===== config.mk =====
export PLATFORM = sky130hd
export DESIGN_NAME = five_tuple_rule_classifier_flat
export DESIGN_NICKNAME = d
export VERILOG_FILES = /design/src/rtl/ftrc_pkg.sv /design/src/rtl/ftrc_stream_if.sv /design/src/rtl/ftrc_cell.sv /design/src/rtl/ftrc_chain.sv /design/src/rtl/five_tuple_rule_classifier.sv /design/src/flat_wrapper.sv
export VERILOG_INCLUDE_DIRS = /design/src /design/src/rtl
export SDC_FILE = /design/constraint.sdc
export NUM_CORES = 1
export LEC_CHECK = 0
export BUFFER_PORTS_ARGS = -buffer_cell sky130_fd_sc_hd__buf_2
export CAP_MARGIN = 0
export CORE_MARGIN = 3
export CORE_UTILIZATION = 30
export DETAILED_ROUTE_END_ITERATION = 12
export PLACE_DENSITY = 0.46
export SLEW_MARGIN = 20
export SYNTH_ARGS = -nofsm -noshare
export SYNTH_HDL_FRONTEND = slang
export SYNTH_SLANG_ARGS = --single-unit

===== constraint.sdc =====
create_clock -name i_clk -period 2 [get_ports i_clk]
set_clock_uncertainty 0.1 [all_clocks]
set_input_delay 0.2 -clock i_clk [delete_from_list [all_inputs] [get_ports i_clk]]
set_output_delay 0.2 -clock i_clk [all_outputs]
set_load 0.005 [all_outputs]

===== src/rtl/five_tuple_rule_classifier_defines.svh =====
// Assertion macros for the five-tuple rule classifier.
// Define ASSERT_OFF to compile them away.
`ifndef FIVE_TUPLE_RULE_CLASSIFIER_DEFINES_SVH
`define FIVE_TUPLE_RULE_CLASSIFIER_DEFINES_SVH
`ifndef ASSERT_OFF
`define ASSERT_CLK(label, clk, rst_n, prop) \
    label: assert property (@(posedge clk) disable iff (!rst_n) prop) \
        else $error("assertion failed");
`define ASSERT_NEVER(label, clk, rst_n, expr) \
    label: assert property (@(posedge clk) disable iff (!rst_n) !(expr)) \
        else $error("forbidden condition");
`else
`define ASSERT_CLK(label, clk, rst_n, prop)
`define ASSERT_NEVER(label, clk, rst_n, expr)
`endif
`endif


===== src/rtl/ftrc_pkg.sv =====
// Package for the five-tuple rule classifier: types, codes and constants.
// No dependencies.
package ftrc_pkg;
    localparam int DEF_RULE_SLOTS = 64;

    typedef enum logic [2:0] {
        MODE_CLASSIFY = 3'd0,
        MODE_WR_SRC   = 3'd1,
        MODE_WR_DST   = 3'd2,
        MODE_WR_CTRL  = 3'd3,
        MODE_ENABLE   = 3'd4,
        MODE_REMOVE   = 3'd5,
        MODE_RD_HITS  = 3'd6,
        MODE_UNUSED   = 3'd7
    } t_mode;

    localparam logic [1:0] ACT_ACCEPT = 2'd0;
    localparam logic [1:0] ACT_REJECT = 2'd2;
    localparam logic [15:0] MAX_RANK = 16'hFFFF;

    // Item as fed to every cell of the chain
    typedef struct packed {
        logic [2:0]  mode;
        logic [5:0]  rule_index;
        logic [31:0] src_ip;
        logic [31:0] dst_ip;
        logic [15:0] sport;
        logic [15:0] dport;
        logic [8:0]  protocol;
        logic [5:0]  net_len;
        logic [15:0] port_high;
        logic [1:0]  verdict;
        logic [15:0] rank;
        logic        enable;
    } t_item;

    // Running result handed from cell to cell
    typedef struct packed {
        logic        found;
        logic [15:0] best_rank;
        logic [5:0]  best_index;
        logic [1:0]  action;
        logic [31:0] hits;
        logic        live;
    } t_partial;

    function automatic logic [31:0] prefix_mask(input logic [5:0] len);
        logic [31:0] m;
        if (len == 6'd0) m = 32'd0;
        else if (len >= 6'd32) m = 32'hFFFF_FFFF;
        else m = 32'hFFFF_FFFF << (6'd32 - len);
        return m;
    endfunction
endpackage


===== src/rtl/ftrc_stream_if.sv =====
// Valid/ready channel carrying a generic payload.
// Depends on nothing.
interface ftrc_stream_if #(parameter type T = logic) ();
    logic valid;
    logic ready;
    T     data;
    modport source (output valid, output data, input ready);
    modport sink   (input valid, input data, output ready);
endinterface


===== src/rtl/ftrc_cell.sv =====
// One rule slot: stores the rule and updates the running result.
// Depends on ftrc_pkg.
module ftrc_cell
    import ftrc_pkg::*;
#(
    parameter logic [5:0] SLOT = 6'd0
) (
    input  logic     i_clk,
    input  logic     i_rst_n,
    input  logic     i_act,
    input  t_item    i_item,
    input  t_partial i_part,
    input  logic     i_hit_win,
    input  logic [5:0] i_win_index,
    output t_partial o_part
);
    logic        r_valid, r_enabled;
    logic [31:0] r_src_net, r_dst_net, r_hits;
    logic [5:0]  r_src_pre, r_dst_pre;
    logic [15:0] r_sp_lo, r_sp_hi, r_dp_lo, r_dp_hi, r_prio;
    logic [8:0]  r_proto;
    logic [1:0]  r_action;
    logic        here, match;
    logic [31:0] ms, md;
    logic [5:0]  plen;

    assign here = (i_item.rule_index == SLOT);
    assign plen = (i_item.net_len > 6'd32) ? 6'd32 : i_item.net_len;
    assign ms = prefix_mask(r_src_pre);
    assign md = prefix_mask(r_dst_pre);
    assign match = r_valid && r_enabled
        && ((i_item.src_ip & ms) == (r_src_net & ms))
        && ((i_item.dst_ip & md) == (r_dst_net & md))
        && i_item.sport >= r_sp_lo && i_item.sport <= r_sp_hi
        && i_item.dport >= r_dp_lo && i_item.dport <= r_dp_hi
        && (r_proto[8] || r_proto == i_item.protocol);

    // Fold this slot into the running result; strict less keeps lower slot
    always_comb begin
        o_part = i_part;
        if (i_item.mode == MODE_CLASSIFY && match
            && (!i_part.found || r_prio < i_part.best_rank)) begin
            o_part.found = 1'b1;
            o_part.best_rank = r_prio;
            o_part.best_index = SLOT;
            o_part.action = r_action;
        end
        if (here) begin
            o_part.live = r_valid;
            o_part.hits = r_hits;
        end
    end

    // Update rule state when the sweep of a transaction finishes
    always_ff @(posedge i_clk) begin
        if (!i_rst_n) begin
            r_valid <= 1'b0;
            r_enabled <= 1'b0;
            r_hits <= 32'd0;
        end else if (i_act) begin
            if (i_item.mode == MODE_CLASSIFY && i_hit_win && i_win_index == SLOT
                && r_hits != 32'hFFFF_FFFF)
                r_hits <= r_hits + 32'd1;
            if (here) begin
                case (i_item.mode)
                    MODE_WR_CTRL: begin
                        r_valid <= 1'b1;
                        r_enabled <= i_item.enable;
                        r_hits <= 32'd0;
                    end
                    MODE_ENABLE: if (r_valid) r_enabled <= i_item.enable;
                    MODE_REMOVE: begin
                        r_valid <= 1'b0;
                        r_enabled <= 1'b0;
                    end
                    default: ;
                endcase
            end
        end
    end

    // Payload fields of the rule
    always_ff @(posedge i_clk) begin
        if (i_act && here) begin
            case (i_item.mode)
                MODE_WR_SRC: begin
                    r_src_net <= i_item.src_ip;
                    r_src_pre <= plen;
                    r_sp_lo <= i_item.sport;
                    r_sp_hi <= i_item.port_high;
                end
                MODE_WR_DST: begin
                    r_dst_net <= i_item.dst_ip;
                    r_dst_pre <= plen;
                    r_dp_lo <= i_item.dport;
                    r_dp_hi <= i_item.port_high;
                end
                MODE_WR_CTRL: begin
                    r_proto <= i_item.protocol;
                    r_action <= (i_item.verdict == 2'd3) ? ACT_REJECT : i_item.verdict;
                    r_prio <= i_item.rank;
                end
                default: ;
            endcase
        end
    end
endmodule


===== src/rtl/ftrc_chain.sv =====
// Row of rule cells; the running result walks the row one cell per cycle.
// Depends on ftrc_pkg and ftrc_cell.
module ftrc_chain
    import ftrc_pkg::*;
#(
    parameter int RULE_SLOTS = DEF_RULE_SLOTS
) (
    input  logic     i_clk,
    input  logic     i_rst_n,
    input  logic     i_start,
    input  t_item    i_item,
    output logic     o_done,
    output t_partial o_part
);
    localparam int CW = $clog2(RULE_SLOTS + 1);
    t_item     r_item;
    t_partial  r_part;
    logic [CW-1:0] r_pos;
    logic      r_busy;
    t_partial  cell_out [RULE_SLOTS];
    t_partial  part_sel;
    logic      act, last;

    assign last = (r_pos == CW'(RULE_SLOTS - 1));
    // Commit state changes only when the sweep finishes
    assign act = r_busy && last;

    // Feed each cell the running result; only the output of the cell at the sweep position is kept
    for (genvar g = 0; g < RULE_SLOTS; g++) begin : g_cell
        t_partial cin;
        assign cin = r_part;
        ftrc_cell #(.SLOT(6'(g))) u_cell (
            .i_clk(i_clk), .i_rst_n(i_rst_n), .i_act(act),
            .i_item(r_item), .i_part(cin),
            .i_hit_win(part_sel.found), .i_win_index(part_sel.best_index),
            .o_part(cell_out[g])
        );
    end

    assign part_sel = cell_out[r_pos[$clog2(RULE_SLOTS > 1 ? RULE_SLOTS : 2)-1:0]];

    // Advance the token one slot a cycle
    always_ff @(posedge i_clk) begin
        if (!i_rst_n) begin
            r_busy <= 1'b0;
            r_pos <= '0;
            o_done <= 1'b0;
        end else begin
            o_done <= act;
            if (i_start) begin
                r_busy <= 1'b1;
                r_pos <= '0;
            end else if (r_busy) begin
                if (last) r_busy <= 1'b0;
                else r_pos <= r_pos + CW'(1);
            end
        end
    end

    always_ff @(posedge i_clk) begin
        if (i_start) begin
            r_item <= i_item;
            r_part <= '0;
        end else if (r_busy) begin
            r_part <= part_sel;
        end
        if (act) o_part <= part_sel;
    end
endmodule


===== src/rtl/five_tuple_rule_classifier.sv =====
// Five-tuple priority rule classifier.
// One input channel of t_item, one output channel of results.
// Each item sweeps the rule row one slot per cycle: the running best match
// steps through the cells, then a done flag and the result register follow
// before the result is offered.
// A new item is taken only once the last one has walked the chain of cells
// and its result has passed the output handshake.
// Every mode gives exactly one result. Classify finds the enabled valid rule
// with the lowest rank (lower slot on ties) and bumps its saturating counter;
// writes, enable, remove and hit reads address one slot by rule_index.
// Reset (synchronous, active low) clears all valid and enable marks and all
// hit counters; rule contents stay undefined until written.
// The result waits in an output register while the receiver stalls; the
// next item is taken only once that register is free, so every stall of
// the receiver delays the next item.
`include "five_tuple_rule_classifier_defines.svh"
module five_tuple_rule_classifier
    import ftrc_pkg::*;
#(
    parameter int RULE_SLOTS = DEF_RULE_SLOTS
) (
    input  logic i_clk,
    input  logic i_rst_n,
    ftrc_stream_if.sink   i_in,
    ftrc_stream_if.source o_out
);
    typedef enum logic [2:0] {
        ST_IDLE = 3'b001,
        ST_RUN  = 3'b010,
        ST_OUT  = 3'b100
    } t_state;

    typedef struct packed {
        logic [1:0]  action;
        logic        matched;
        logic [5:0]  matched_index;
        logic [31:0] hits;
        logic        error;
    } t_res;

    t_state   r_state, n_state;
    t_item    r_item;
    t_res     r_res, n_res;
    t_partial part;
    logic     done, start;

    assign start = i_in.valid && i_in.ready;
    assign i_in.ready = (r_state == ST_IDLE);
    assign o_out.valid = (r_state == ST_OUT);
    assign o_out.data = r_res;

    ftrc_chain #(.RULE_SLOTS(RULE_SLOTS)) u_chain (
        .i_clk(i_clk), .i_rst_n(i_rst_n), .i_start(start), .i_item(i_in.data),
        .o_done(done), .o_part(part)
    );

    // Sequence: take a transaction, sweep, hold the result
    always_comb begin
        n_state = r_state;
        case (r_state)
            ST_IDLE: if (start) n_state = ST_RUN;
            ST_RUN:  if (done) n_state = ST_OUT;
            ST_OUT:  if (o_out.ready) n_state = ST_IDLE;
            default: n_state = ST_IDLE;
        endcase
    end

    always_ff @(posedge i_clk) begin
        if (!i_rst_n) r_state <= ST_IDLE;
        else r_state <= n_state;
    end

    // Form the result from the swept partial
    always_comb begin
        n_res = '0;
        case (r_item.mode)
            MODE_CLASSIFY: if (part.found) begin
                n_res.action = part.action;
                n_res.matched = 1'b1;
                n_res.matched_index = part.best_index;
            end
            MODE_ENABLE, MODE_REMOVE: n_res.error = !part.live;
            MODE_RD_HITS: begin
                n_res.error = !part.live;
                if (part.live) n_res.hits = part.hits;
            end
            default: ;
        endcase
    end

    always_ff @(posedge i_clk) begin
        if (start) r_item <= i_in.data;
        if (done) r_res <= n_res;
    end

    `ASSERT_NEVER(a_ready_out, i_clk, i_rst_n, i_in.ready && o_out.valid)
    `ASSERT_CLK(a_done_run, i_clk, i_rst_n, done |-> r_state == ST_RUN)
    `ASSERT_CLK(a_start_run, i_clk, i_rst_n, start |=> r_state == ST_RUN)
endmodule

===== src/flat_wrapper.sv =====
// flat-port wrapper written by rule: the top's interface ports become plain ports
module five_tuple_rule_classifier_flat import ftrc_pkg::*;
#(
    parameter int RULE_SLOTS = DEF_RULE_SLOTS
)
  (i_clk, i_rst_n, i_in_valid, i_in_data, i_in_ready, o_out_valid, o_out_data, o_out_ready);
  ftrc_stream_if i_in_i ();
  ftrc_stream_if o_out_i ();
  input  logic i_clk;
  input  logic i_rst_n;
  input wire logic [$bits(i_in_i.valid)-1:0] i_in_valid;
  input wire logic [$bits(i_in_i.data)-1:0] i_in_data;
  output wire logic [$bits(i_in_i.ready)-1:0] i_in_ready;
  output wire logic [$bits(o_out_i.valid)-1:0] o_out_valid;
  output wire logic [$bits(o_out_i.data)-1:0] o_out_data;
  input wire logic [$bits(o_out_i.ready)-1:0] o_out_ready;
  assign i_in_i.valid = i_in_valid;
  assign i_in_i.data = i_in_data;
  assign i_in_ready = i_in_i.ready;
  assign o_out_valid = o_out_i.valid;
  assign o_out_data = o_out_i.data;
  assign o_out_i.ready = o_out_ready;
  five_tuple_rule_classifier #(.RULE_SLOTS(RULE_SLOTS)) u_core (.i_clk(i_clk), .i_rst_n(i_rst_n), .i_in(i_in_i), .o_out(o_out_i));
endmodule

==> flow_results.org, run 1 <==
** Logic synthesis
- In this run the mean area of a mapped cell was 8.89 um^2.
- Register bit total from synthesis :: 12
- Of the post-synthesis cell area, the part taken by muxes is 3.41%.
- After synthesis the cells add up to 587 um^2.
- The cell count after synthesis came out at 66.
- Compound-gate portion of the synthesized area :: 13.9%
- Combinational family with the most area after synthesis :: simple AND/OR/NAND/NOR gates
- After Yosys synthesis, XOR and XNOR cells account for 0% of the synthesized area.
- Seq/Total Area, Yosys :: 40.9%
- Share of synthesized cell area in full adder, half adder and majority cells :: 2.13%
- The number of nets handed over by synthesis was 72.
- Simple logic cell fraction of the synthesized area :: 36.5%
- For this run, the number of Yosys warnings is 0.
- Netlist cell types :: 27

** Placed design
- Cell Area, Placed :: 628 um^2
- The HPWL after detailed placement is 841 um.
- Count of buffers inserted at the top-level ports :: 5
- Worst Setup Slack post-DPL :: 0.365 ns
- GPL Wtd Cong :: 0.705

** Floorplan
- The floorplan step defined a die boundary enclosing 2520 um^2.
- The die is 50.2 um tall.
- Number of top-level pins :: 8
- The floorplan has 15 rows.
- Area of the core :: 1780 um^2
- Measured along the x axis, the die boundary spans 50.2 um.
- Once the floorplan was initialized, standard cells occupied 32.9% of the core.

** Setup path
- CP Class :: register to register
- Data on the critical path is required at its endpoint by 2.10 ns.
- Crit path max fanout :: 5
- Data on the critical path arrives at its endpoint at 1.74 ns.
- In this run the register-to-register setup slack is 0.36 ns.
- Sort of element at the start of the critical path :: register
- The worst setup path is captured at a register.

** GRT
- The first global-routing pass estimated 2050 um of wire.
- After global routing the overflow that remains totals 0.
- In the global route stage, overall resource usage came out at 10.7%.
- The via count of the first global-routing pass was 457.
- The initial antenna violation count was 0.
- Largest net degree at the start of global routing :: 13

** Detailed routing
- In this run the remaining antenna-violating nets after routing total 0.
- The detailed router placed 502 vias in this run.
- Post-route DRC :: 0
- Total length of routed wires :: 1180 um
- After detailed routing, the number of vias per cell comes to 5.23.
- Dividing the detail-routed wire length by the instance count gives 12.3 um.
- First-pass detailed-route iteration total :: 4
- The first routing iteration left 14 violations.

** Power
- Max rail drop VDD :: 263 uV
- Switching power total :: 101 uW
- Leakage :: 0.000230 uW
- The clock network is responsible for 32.5% of the overall power.
- Combinational logic is responsible for 8.5% of the overall power.
- In this run switching power makes up 23.4% of total power.
- Dividing total power by cell area gives a power density of 667 nW/um^2.
- Seq pwr share :: 59.0%
- The internal portion of the total power is 332 uW.

** Timing
- Max-Slew Margin vs Limit :: 66.9%
- Max Transition Viols Final :: 0
- Hold is met by 0.108 ns.
- Setup violations remaining at the end of the flow were counted as 0.
- The number of hold violations in the final report was 0.
- Slew at the pin with the worst max-slew slack :: 0.492 ns
- Static timing analysis puts the maximum clock frequency at 608 MHz.
- Fraction of the cycle the final worst path needs :: 82.2%
- Setup Total Neg Slack :: 0 ns
- The worst path needs 1.64 ns of the cycle, external delays included.
- Post-layout worst setup margin :: 0.355 ns
- Setup repair after global routing left no endpoint under its margin.

** Cells and area
- Fraction of final layout cells with drive strength greater than 1 :: 12.7%
- Highest-count cells in the layout ignoring fill and taps :: 12 x dfxtp_1, 7 x nand3_1, 6 x a21oi_1
- The finished cells cover 651 um^2.
- Leading cell type in the layout, fill and taps excluded :: dfxtp_1
- Compared with the post-synthesis result, the final layout area differs by 10.9%.
- Nets :: 79
- The repair_antennas step left the layout with diodes totalling 0.
- For this run, the share of the core covered by cells in the final layout is 36.5%.

** Run status
- The run finished with clean final reports.

** Clock tree
- Clock latency on the worst-skew pair, taken at its later pin, is 0.26 ns.
- Number of clock sinks seen by CTS :: 12
- Number of buffers inserted by hold repair at cts :: 0
- TritonCTS clock tree :: done
- Max Root-Sink Buffers :: 2
- Clock-pin slew was measured on the worst setup and hold paths at 0.07 ns.
- The number of gates resized after CTS was 0.
- CTS built an H-tree with a depth of 1.
- Root buf cell :: clkbuf_4
- Cts bufs inserted :: 3
- Setup repair bufs after CTS :: 0

** Hold path
- The min-delay analysis places its worst path in the category primary input to register.

** Flow run
- Max-cap violations in this run came to 0.
==> path summary, 6_finish.rpt <==
check | start | to | depth (start not counted)
worst min register to register | u_core.u_chain.r_pos[6] | u_core.u_chain.o_done | 1
worst max register to register | u_core.u_chain.r_pos[0] | u_core.u_chain.r_pos[1] | 4
worst min-delay path | o_out_ready | u_core.r_state[2] | 4
worst max-delay path | u_core.u_chain.r_pos[0] | u_core.u_chain.r_pos[1] | 4
==> layer usage <==
layer	track usage, %	vias to the layer above	routed length, um
li1	-	259	-
met1	14.6	237	617
met2	15.2	4	529
met3	2.67	2	23
met4	5.53	0	12
met5	0	-	0
==> cell type report <==
type | instances | area (um^2)
fill | 201 | 1130
clock buffer | 3 | 22.5
timing repair buffer | 5 | 25.0
multi-input combinational | 51 | 332
tap | 25 | 31.3
sequential | 12 | 240
==> critical path, stage by stage, from the launching register on <==
cell	delay, ns
dfxtp_1	0.34
ha_1	0.27
and4b_4	0.21
a21boi_0	0.42
mux2i_1	0.23
==> state kept, by name, indices dropped and copies added, names as in the netlist <==
name	flops
u_core.r_state	3
u_core.u_chain.o_done	1
u_core.u_chain.r_busy	1
u_core.u_chain.r_pos	7
==> stage by stage <==
| step | total power (uW) | cells |
|---|---|---|
| 2_1_floorplan | 287 | 66 |
| 3_3_place_gp | 298 | 93 |
| 3_5_place_dp | 298 | 93 |
| 4_1_cts | 445 | 96 |
| 5_1_grt | 458 | 96 |
| 6_report | 434 | 96 |
==> power by group through the flow <==
stage                     registers [uW]  clock network, uW  logic, uW
after global routing                 258                159       41.8
after detailed placement             261                  0       37.2
after floorplan                      258                  0       28.5
after global placement               261                  0       36.9
final                                256                141       36.9
after CTS                            256                152       37.1
==> cells by family after synthesis <==
kind of cell	after synthesis
and+or+nand+nor	33
adders and majority gates	1
other	1
muxes	2
DFF	12
buffers and inverters	3
AOI/OAI and AO/OA	14
==> cell usage after synthesis <==
master | instances | area [um^2]
mux2i_1 | 2 | 20.0
nand2_1 | 3 | 11.3
nand4bb_1 | 1 | 11.3
nand4b_1 | 1 | 8.76
a21oi_1 | 6 | 30.0
o21ai_0 | 3 | 15.0
nor3b_1 | 2 | 15.0
a31oi_1 | 1 | 6.26
and4b_4 | 1 | 13.8
and3_1 | 1 | 6.26
nand3b_1 | 3 | 22.5
nand3_1 | 7 | 35.0
nor2_1 | 2 | 7.51
o31ai_1 | 1 | 7.51
nor3_1 | 3 | 15.0
buf_4 | 1 | 7.51
and2_1 | 1 | 6.26
nand2b_1 | 3 | 18.8
and4_1 | 3 | 26.3
a21boi_0 | 2 | 15.0
o211ai_1 | 1 | 7.51
or4_1 | 1 | 7.51
conb_1 | 1 | 3.75
and3b_1 | 1 | 8.76
clkbuf_1 | 2 | 7.51
dfxtp_1 | 12 | 240
ha_1 | 1 | 12.5
No activity file was read; power rests on OpenSTA's default activity.
==> run 2, diff against run 1 <==
==> constraint.sdc (replaced) <==
create_clock -name i_clk -period 1.7 [get_ports i_clk]
set_clock_uncertainty 0.1 [all_clocks]
set_input_delay 0.17 -clock i_clk [delete_from_list [all_inputs] [get_ports i_clk]]
set_output_delay 0.17 -clock i_clk [all_outputs]
set_load 0.005 [all_outputs]
==> flow_results.org, run 2 (same netlist as run 1, synthesis figures left out) <==
** Timing
- The final period utilization is 91.7% (+9.5 points).
- Max Transition Viols Final :: 0 (unchanged)
- Unrepaired setup endpoints after global routing :: false
- Fmax :: 641 MHz (+5.5%)
- Setup Total Neg Slack :: 0 ns (unchanged)
- The number of failing setup endpoints in the final timing report is 0 (unchanged).
- The post-layout minimum cycle time is 1.56 ns (-0.0850 ns).
- Hold violation count in the final report :: 0 (unchanged)

** Placed design
- Cell Area, Placed :: 643 um^2 (+2.4%)
- Count of buffers inserted at the top-level ports :: 5 (unchanged)
- Half-perimeter wire length after detailed placement :: 808 um (-3.9%)
- The final estimated routing congestion in global placement was 0.719 (+1.9%).
- The number of placed instances with taps included was 95 (+2.2%).

** Clock tree
- The post-CTS resize count was 0 (unchanged).
- Max Root-Sink Buffers :: 2 (unchanged)
- The CTS H-tree depth is 1 (unchanged).
- The clock-pin transition on the worst setup and hold timing paths was 0.07 ns (about the same).
- TritonCTS built the clock tree.
- The clock latency reported for the late side of the worst-skew pair is 0.26 ns (about the same).
- Cts bufs inserted :: 3 (unchanged)
- Number of buffers inserted by hold repair at cts :: 0 (unchanged)
- Setup repair bufs after CTS :: 0 (unchanged)
- The sink count of the clock tree was 12 (unchanged).
- In this run the clock root is driven by a clkbuf_4.

** Setup path
- The worst setup path is of the register to register kind.
- Endpoint kind of the worst setup timing path :: register
- STA classifies the critical path startpoint as a register.
- The arrival time of the worst setup path came to 1.66 ns (-0.08 ns).
- The worst endpoint required time came to 1.80 ns (-0.30 ns).
- Crit path max fanout :: 5 (unchanged)

** Power
- The worst supply voltage drop on vdd came to 316 uV (+20%).
- The power density of the placed cells came to 771 nW/um^2 (+16%).
- Leakage :: 0.000241 uW (+4.6%)

** Cells and area
- From synthesis to final layout, the design area changed by 13.4%.
- Fraction of final layout cells with drive strength greater than 1 :: 15.1% (+2.4 points)
- In the final layout, the registers with the most flip-flops are u_core.u_chain.r_pos (7), u_core.r_state (3).
- Final instance area :: 666 um^2 (+2.3%)
- Total inserted antenna cells :: 0 (unchanged)
- Highest-count cells in the layout ignoring fill and taps :: 12 x dfxtp_1, 7 x nand3_1, 6 x a21oi_1
- Nets :: 81 (+2.5%)
- Max FFs per register :: 7 (unchanged)
- u_core.u_chain.r_pos holds more flip-flops than any other register.
- Leading cell type in the layout, fill and taps excluded :: dfxtp_1
- The final cell count without fillers came to 98 (+2.1%).
- Fill cell total of the finished layout :: 193 (-4.0%)

** GRT
- The total overflow reported by the global router is 0 (unchanged).
- Number of antenna violations at the first check in global routing :: 0 (unchanged)
- Largest net degree at the start of global routing :: 13 (unchanged)
- Vias in the first global route :: 448 (-2.0%)
- Wire length of the first global-routing pass :: 1990 um (-3.0%)
- Total GRT Usage :: 10.5% (-0.16 points)

** Hold path
- In this run the worst hold path is classified as primary input to register.

** Floorplan
- Area of the core :: 1780 um^2 (unchanged)
- The full die area is 2520 um^2 (unchanged).
- Rows :: 15 (unchanged)
- Y dimension of the die :: 50.2 um (unchanged)
- The horizontal extent of the die was 50.2 um (unchanged).
- Initial Util :: 32.9% (unchanged)
- Number of top-level pins :: 8 (unchanged)

** Detailed routing
- Avg Vias per Cell :: 5.02 (-4.0%)
- First-pass detailed-route iteration total :: 2 (-2)
- The number of DRC violations after detailed routing was 0 (unchanged).
- The routed wirelength normalized by instance count is 11.3 um (-8.4%).
- The wire length reported by the detailed router was 1110 um (-6.5%).
- The number of DRC markers in iteration 0 was 10 (-4).
- The number of nets still failing antenna checks after routing came to 0 (unchanged).
- The total number of vias came to 492 (-2.0%).

** Flow run
- The max-capacitance violation count is 0 (unchanged).

** Run status
- Result of the run :: complete, no violations
run 2: cell types whose count changed in the layout (fill, tap and decap cells not counted), sizes merged:
cell,delta
buf,+2
run 2: report_power, final:
| group | total, uW | internal, uW | leakage (uW) | switching [uW] |
|---|---|---|---|---|
| logic | 46.1 | 22.8 | 0.000129 | 23.3 |
| clock network | 166 | 81.9 | 0.0000138 | 84.3 |
| registers | 301 | 289 | 0.0000975 | 11.7 |
| total | 513 | 394 | 0.000241 | 119 |
run 2: worst max-delay path, cell delays in order (launching register included):
cell	delay (ns)
dfxtp_1	0.34
ha_1	0.22
and4b_4	0.20
or4_1	0.49
a21oi_1	0.14
run 2: layout make-up:
type                    instances  area (um^2)  share of cell area, %
multi-input cells              51          332                   49.8
flip-flops and latches         12          240                   36.1
repair buffers                  7         40.0                   6.02
well taps                      25         31.3                   4.70
clock buffers                   3         22.5                   3.38
run 2: worst paths after layout:
path	slack, ns	cells past startpoint	to	start
setup reg to reg	0.14	4	u_core.u_chain.r_pos[5]	u_core.u_chain.r_pos[0]
hold reg to reg	0.37	1	u_core.u_chain.o_done	u_core.u_chain.r_pos[6]
hold / removal	0.07	4	u_core.r_state[2]	o_out_ready
setup / recovery	0.14	4	u_core.u_chain.r_pos[5]	u_core.u_chain.r_pos[0]
run 2: routing by layer:
metal	vias up	GRT usage [%]	routed length [um]
met5	-	0	0
met4	0	4.15	14
met3	2	5.34	51
met2	7	13.7	462
met1	224	14.3	576
li1	259	-	-
run 2: through the flow:
stage                     total power (uW)  hold WS (ns)  util, %  setup slack (ns)
after global placement                 353         0.353     36.1             0.166
after CTS                              526        0.0593     37.3             0.145
after detailed placement               353         0.349     36.1             0.164
final                                  513        0.0691     37.3             0.140
after global routing                   549        0.0885     37.3            0.0594
after floorplan                        337         0.199        -             0.174
